File: config.mk
export PLATFORM = sky130hd
export DESIGN_NAME = ukol_ctrl
export DESIGN_NICKNAME = d
export VERILOG_FILES = /design/src/rtl/ukol_pkg.sv /design/src/rtl/ukol_ctrl.sv
export SDC_FILE = /design/constraint.sdc
export NUM_CORES = 1
export LEC_CHECK = 0
export ABC_AREA = 1
export BUFFER_PORTS_ARGS = -buffer_cell sky130_fd_sc_hd__buf_2
export CAP_MARGIN = 25
export CORE_MARGIN = 2
export CORE_UTILIZATION = 30
export CTS_BUF_LIST = sky130_fd_sc_hd__clkbuf_2
export CTS_CLUSTER_DIAMETER = 80
export CTS_CLUSTER_SIZE = 12
export DETAILED_ROUTE_END_ITERATION = 12
export PLACE_DENSITY = 0.58
export RECOVER_POWER = 50
export SLEW_MARGIN = 20
export SYNTH_ARGS = -nofsm -noshare
export SYNTH_HDL_FRONTEND = slang
export SYNTH_SLANG_ARGS = --single-unit
File: constraint.sdc
create_clock -name clock -period 2.13 [get_ports clock]
set_input_delay 0 -clock clock [delete_from_list [all_inputs] [get_ports clock]]
set_output_delay 0 -clock clock [all_outputs]
set_load 0.01 [all_outputs]
File: src/rtl/ukol_pkg.sv
// Shared types and constants of the unique-key ordered list.
// Holds the opcode, state and walk-mode enums, the entry layout and the
// command and status groups between the controller and the datapath.
`timescale 1ns / 1ps

package ukol_pkg;

   // List depth and derived index and count widths.
   localparam int DEPTH = 64;
   localparam int IDX_W = $clog2(DEPTH);
   localparam int CNT_W = $clog2(DEPTH + 1);

   // Fixed field widths of the transactions.
   localparam int FUNC_W      = 3;
   localparam int WORD_W      = 32;
   localparam int POS_W       = 6;
   localparam int COUNT_OUT_W = 7;
   localparam int CMP_W       = (POS_W > CNT_W) ? POS_W : CNT_W;

   // Packed payload widths, rounded up to whole bytes.
   localparam int REQ_FIELDS_W = 5 * WORD_W + POS_W + 1;
   localparam int REQ_DATA_W   = ((REQ_FIELDS_W + 7) / 8) * 8;
   localparam int RSP_FIELDS_W = 1 + COUNT_OUT_W + 5 * WORD_W + 1;
   localparam int RSP_DATA_W   = ((RSP_FIELDS_W + 7) / 8) * 8;

   // Operation codes carried in the request tuser.
   typedef enum logic [FUNC_W-1:0] {
      FN_APPEND    = 3'd0,
      FN_REMOVE    = 3'd1,
      FN_CONTAINS  = 3'd2,
      FN_READ      = 3'd3,
      FN_SET_FLAG  = 3'd4,
      FN_CLR_FLAGS = 3'd5,
      FN_CLEAR     = 3'd6,
      FN_COUNT     = 3'd7
   } func_type;

   // Controller states.
   typedef enum logic [2:0] {
      ST_IDLE,
      ST_SEARCH,
      ST_SHIFT,
      ST_FLAGS,
      ST_READ,
      ST_SETFLAG,
      ST_RESP
   } state_type;

   // What the entry walker does on each step.
   typedef enum logic [1:0] {
      WALK_SEARCH,
      WALK_SHIFT,
      WALK_FLAGS
   } walk_mode_type;

   // One stored entry, without its failed flag.
   typedef struct packed {
      logic [WORD_W-1:0] slug;
      logic [WORD_W-1:0] file;
      logic [WORD_W-1:0] title;
      logic [WORD_W-1:0] platform;
      logic [WORD_W-1:0] key;
   } entry_type;

   // Commands from the controller to the datapath.
   typedef struct packed {
      logic          latch;
      logic          walk_start;
      logic          walk_from_hit;
      logic          walk_run;
      walk_mode_type walk_mode;
      logic          append_wr;
      logic          flag_wr;
      logic          read_en;
      logic          cnt_inc;
      logic          cnt_dec;
      logic          cnt_clr;
      logic          load_rsp;
      logic          ok;
      logic          entry_sel;
   } dp_cmd_type;

   // Status from the datapath to the controller.
   typedef struct packed {
      logic hit;
      logic walk_done;
      logic full;
      logic pos_ok;
      logic rsp_free;
   } dp_stat_type;

endpackage

File: src/rtl/ukol_ctrl.sv
// Controller of the unique-key ordered list: sequences each operation
// and drives the datapath through the command and status groups.
// Depends on ukol_pkg.
`timescale 1ns / 1ps

module ukol_ctrl (
   input  logic                        clock,
   input  logic                        reset,
   input  logic                        req_tvalid,
   output logic                        req_tready,
   input  logic [ukol_pkg::FUNC_W-1:0] req_func,
   input  ukol_pkg::dp_stat_type       stat,
   output ukol_pkg::dp_cmd_type        cmd
);
   import ukol_pkg::*;

   state_type state_ff, state_in;
   func_type  op_ff, op_in;
   func_type  req_op;
   logic      ok_ff, ok_in;
   logic      sel_ff, sel_in;

   assign req_op = func_type'(req_func);

   // Next state, with the result flags that go along with it.
   always_comb begin
      state_in = state_ff;
      op_in    = op_ff;
      ok_in    = ok_ff;
      sel_in   = sel_ff;
      case (state_ff)
         ST_IDLE: begin
            if (req_tvalid) begin
               op_in  = req_op;
               sel_in = 1'b0;
               ok_in  = 1'b1;
               case (req_op)
                  FN_APPEND: begin
                     if (stat.full) begin
                        ok_in    = 1'b0;
                        state_in = ST_RESP;
                     end else begin
                        state_in = ST_SEARCH;
                     end
                  end
                  FN_REMOVE, FN_CONTAINS: state_in = ST_SEARCH;
                  FN_READ:                state_in = ST_READ;
                  FN_SET_FLAG:            state_in = ST_SETFLAG;
                  FN_CLR_FLAGS:           state_in = ST_FLAGS;
                  default:                state_in = ST_RESP;
               endcase
            end
         end
         ST_SEARCH: begin
            if (stat.hit) begin
               if (op_ff == FN_REMOVE) begin
                  state_in = ST_SHIFT;
               end else begin
                  ok_in    = (op_ff == FN_CONTAINS);
                  state_in = ST_RESP;
               end
            end else if (stat.walk_done) begin
               ok_in    = (op_ff == FN_APPEND);
               state_in = ST_RESP;
            end
         end
         ST_SHIFT, ST_FLAGS: begin
            if (stat.walk_done) begin
               ok_in    = 1'b1;
               state_in = ST_RESP;
            end
         end
         ST_READ: begin
            ok_in    = stat.pos_ok;
            sel_in   = stat.pos_ok;
            state_in = ST_RESP;
         end
         ST_SETFLAG: begin
            ok_in    = stat.pos_ok;
            state_in = ST_RESP;
         end
         ST_RESP: begin
            if (stat.rsp_free) begin
               state_in = ST_IDLE;
            end
         end
         default: state_in = ST_IDLE;
      endcase
   end

   // Commands for the current state.
   always_comb begin
      cmd        = '0;
      req_tready = 1'b0;
      case (state_ff)
         ST_IDLE: begin
            req_tready     = 1'b1;
            cmd.latch      = req_tvalid;
            cmd.walk_start = req_tvalid;
            cmd.cnt_clr    = req_tvalid && (req_op == FN_CLEAR);
         end
         ST_SEARCH: begin
            cmd.walk_run  = 1'b1;
            cmd.walk_mode = WALK_SEARCH;
            if (stat.hit) begin
               if (op_ff == FN_REMOVE) begin
                  cmd.walk_start    = 1'b1;
                  cmd.walk_from_hit = 1'b1;
               end
            end else if (stat.walk_done && (op_ff == FN_APPEND)) begin
               cmd.append_wr = 1'b1;
               cmd.cnt_inc   = 1'b1;
            end
         end
         ST_SHIFT: begin
            cmd.walk_run  = 1'b1;
            cmd.walk_mode = WALK_SHIFT;
            cmd.cnt_dec   = stat.walk_done;
         end
         ST_FLAGS: begin
            cmd.walk_run  = 1'b1;
            cmd.walk_mode = WALK_FLAGS;
         end
         ST_READ:    cmd.read_en = stat.pos_ok;
         ST_SETFLAG: cmd.flag_wr = stat.pos_ok;
         ST_RESP: begin
            cmd.load_rsp  = stat.rsp_free;
            cmd.ok        = ok_ff;
            cmd.entry_sel = sel_ff;
         end
         default: cmd = '0;
      endcase
   end

   // Controller registers.
   always_ff @(posedge clock) begin
      if (reset) begin
         state_ff <= ST_IDLE;
         op_ff    <= FN_COUNT;
         ok_ff    <= 1'b0;
         sel_ff   <= 1'b0;
      end else begin
         state_ff <= state_in;
         op_ff    <= op_in;
         ok_ff    <= ok_in;
         sel_ff   <= sel_in;
      end
   end

endmodule

-- After elaboration in Yosys (flattened, before gate mapping)
Index checks and enable logic that the tools add are counted.
- output and inout port bits: 16
- input port bits: 11
- bits in registers: 8
- reduce and logical (&&, ||, !) cells: 14
- equal/unequal tests: 19
- muxes and demuxes: 33
- operators with widths (kind ; number):
    3-bit one-hot mux with 5 select lines ; 2
    3-bit 2-to-1 mux ; 7
    3-bit equality test, second input constant ; 6
    1-bit 2-to-1 mux ; 18
    3-bit by 2-bit equality test with 1-bit output, second input constant ; 5
    3-bit by 1-bit equality test with 1-bit output, second input constant ; 3
    3-bit logical NOT ; 3
    3-bit one-hot mux with 3 select lines ; 1
    2-bit inequality test, second input constant ; 3
    3-bit inequality test, second input constant ; 2
    2-bit AND reduction ; 3
    2-bit OR reduction ; 3
    5-bit AND reduction ; 1
    2-bit 2-to-1 mux ; 2
    1-bit one-hot mux with 2 select lines ; 2
    1-bit one-hot mux with 4 select lines ; 1
    4-bit nonzero test ; 1
    1-bit logical AND ; 2
    2-bit nonzero test ; 1

-- Longest topological paths before layout
- depth after elaboration: 5
- mapped depth: 8
- mapped depth without buffers: 8

-- Least setup slack after synthesis
OpenSTA, ideal clock, no wires.
- kind: register -> output
- start point: register state_ff[1]
- end point: output cmd[3] (netlist bit)
- data required time: 2.130 ns
- path slack: 0.978 ns
- arrival time: 1.152 ns
- path buffers: 0
- cell stages (with the launch flop): 8
- path through: dfxtp_1 inv_2 nand2_2 nor2_4 nand2_4 clkinv_2 nand2_2 nor3b_2
- RTL lines (what ; line ; source):
    start: declaration ; ukol_ctrl.sv:17 ; state_type state_ff, state_in;
    start signal: assignment ; ukol_ctrl.sv:143 ; state_ff <= state_in;
    end: declaration ; ukol_ctrl.sv:13 ; output ukol_pkg::dp_cmd_type cmd

==> metrics.txt <==
Die W=a little over 50 um; Worst Skew=0.00408 ns; critical path type=register to primary output; dpl hpwl=1.41 mm; Buffers on Ports=26; CP Capture Type=primary output; Die Footprint=between 2000 and 3000 um2; overall power=982 uW; fin. max-slew vios=0; Final min period=roughly 1.7 ns; CTS Buf Count=3; Leak=about 0.00046 uW; FF+latch count, synth=8; WL/cell=slightly below 10 um; initial DRC count=25; Post-Syn Instances=117; Total GRT Usage=roughly 15%; register clock-pin slew on the reported worst setup and hold paths=0.07 ns; final setup fails=0; R2R Setup Slk=about 0.69 ns; final hold violations=0; Layout Nets=157; initial antenna violation count=0; GPL Wtd Cong=0.834; WL final=approximately 1.7 mm; Rel. slew slack=68.4%; hold_ws=0.0171 ns; Starting Density=31.1%; Final ANT Viol Nets=0; total negative setup slack=0 ns; clk sinks=8; Layout area overhead=22.3%; library cells used by synthesis=22; max cap viols=0; # diodes=0; vias post-DR=between 700 and 800; io pins=27; CTS tree=yes; Initial DRT Pass Iterations=5; CP Max Fanout=7; Peak Freq=579 MHz; sequential area share after synthesis=a little under a quarter; crit path launch type=register; site row count=17; share of layout cells above drive strength 1=20.8%; global-route wire length before repair=2.90 mm; fillers=251; CP required=2.13 ns; setup bufs post-CTS=0; largest net degree at the start of global routing=14; outcome=completed; actual slew at the worst max-slew pin=roughly 0.47 ns; syn nets=approximately 130; H-tree levels=1; GRT overflow=0; CP arrival=1.73 ns; vias in the first global route=694; core area=2150 um2; Ys Warns=0; clk buf depth=2; Synth Cell Area=approximately 670 um2; residual DRC count=0; CTS Root Cell=clkbuf_2; unrepaired setup endpoints after global routing=false; syn_area_per_cell=5.71 um2; Final period util=roughly four fifths; Clk Latency, worst-skew pair=~0.24 ns; Pwr Density=1200 nW/um2; Hold WC Path Type=input pin to register; Die H=51.2 um; Peak VDD IR=0.472 mV; drt via density=approximately 4.5
-- area by class of cell --
cell class	instances	area (um2)	area share (%)
Multi-Input combinational cell	88	404	49.5
Sequential cell	8	160	19.6
Timing Repair Buffer	27	134	16.4
Inverter	18	68.8	8.42
Tap cell	28	35.0	4.29
Clock buffer	3	15.0	1.84
-- registers in the layout, summed over array words and instances (netlist names) --
| name | cells |
|---|---|
| op_ff | 3 |
| state_ff | 3 |
| ok_ff | 1 |
| sel_ff | 1 |
-- cell families after synthesis --
logic type	Yosys count	share of synthesized area, %
AND/OR/NAND/NOR	77	52.2
XOR/XNOR	1	1.31
flip-flops	8	24.0
buffers and inverters	21	13.7
AO/OA/AOI/OAI	10	8.80
-- Yosys cell counts --
library cell | instances | share of area (%)
a21oi_1 | 4 | 3.0
a31oi_1 | 1 | 0.94
and2_1 | 1 | 0.94
buf_4 | 3 | 3.4
clkinv_2 | 1 | 0.75
dfxtp_1 | 8 | 24
inv_1 | 15 | 8.4
inv_2 | 2 | 1.1
nand2_1 | 32 | 18
nand2_2 | 3 | 2.8
nand2_4 | 1 | 1.7
nand3_1 | 10 | 7.5
nand3b_1 | 1 | 1.1
nand4_1 | 2 | 1.9
nor2_1 | 22 | 12
nor2_2 | 1 | 0.94
nor2_4 | 1 | 1.7
nor3_1 | 2 | 1.5
nor3b_2 | 1 | 1.9
o211ai_1 | 3 | 3.4
o21ai_0 | 2 | 1.5
xnor2_1 | 1 | 1.3
-- cell usage in the layout, fill, tap and decap left out, drive strengths merged --
cell type | netlist | final
nand2 | 36 | 36
nor2 | 24 | 24
buf | 3 | 21
inv | 17 | 17
nand3 | 10 | 10
dfxtp | 8 | 8
clkbuf | 0 | 8
a21oi | 4 | 4
o211ai | 3 | 3
nor3 | 2 | 2
o21ai | 2 | 2
nand4 | 2 | 2
clkinv | 1 | 1
nor3b | 1 | 1
and2 | 1 | 1
a31oi | 1 | 1
nand3b | 1 | 1
xnor2 | 1 | 1
dlygate4sd3 | 0 | 1
-- worst max-delay path: stages, from the launching register on --
cell,delay [ns]
dfxtp_1,0.37
inv_1,0.20
nand2_1,0.14
nor2_4,0.15
nand2_1,0.16
clkinv_2,0.12
nand2_2,0.06
nor3b_2,0.13
buf_2,0.14
-- power breakdown --
group          switching [uW]  total, uW  internal [uW]
Combinational             386        605            220
Clock                    50.5       88.8           38.3
Sequential               81.3        288            206
-- metrics by stage --
stage | util [%] | std cells | cell area (um2) | setup slack (ns)
global route | 38.0 | 172 | 817 | 0.246
global placement | 37.7 | 168 | 811 | 0.836
finish | 38.0 | 172 | 817 | 0.404
detailed placement | 37.7 | 168 | 811 | 0.805
floorplan | - | 117 | 668 | 0.978
CTS | 38.9 | 172 | 836 | 0.586
-- final timing paths --
| kind | startpoint | endpoint | cells after the start |
|---|---|---|---|
| hold / removal | req_func[2] | op_ff[2] | 3 |
| setup / recovery | state_ff[1] | cmd[3] | 8 |
| setup reg to reg | state_ff[1] | op_ff[1] | 7 |
| hold reg to reg | op_ff[0] | op_ff[0] | 2 |
-- layer usage --
| layer | part of all wire, % | wire [um] | vias up | global-route usage, % |
|---|---|---|---|---|
| li1 | - | - | 419 | - |
| met1 | 45 | 773 | 329 | 19.0 |
| met2 | 47 | 797 | 24 | 23.6 |
| met3 | 6.7 | 114 | 2 | 1.46 |
| met4 | 0.88 | 15 | 0 | 8.11 |
| met5 | 0 | 0 | - | 0 |
-- repair_timing --
item / CTS / global route
hold buffers: 1 / 0
gates resized for setup: 0 / 0
endpoints found under the hold margin: 4 / 0
No activity file was read; power rests on OpenSTA's default activity.
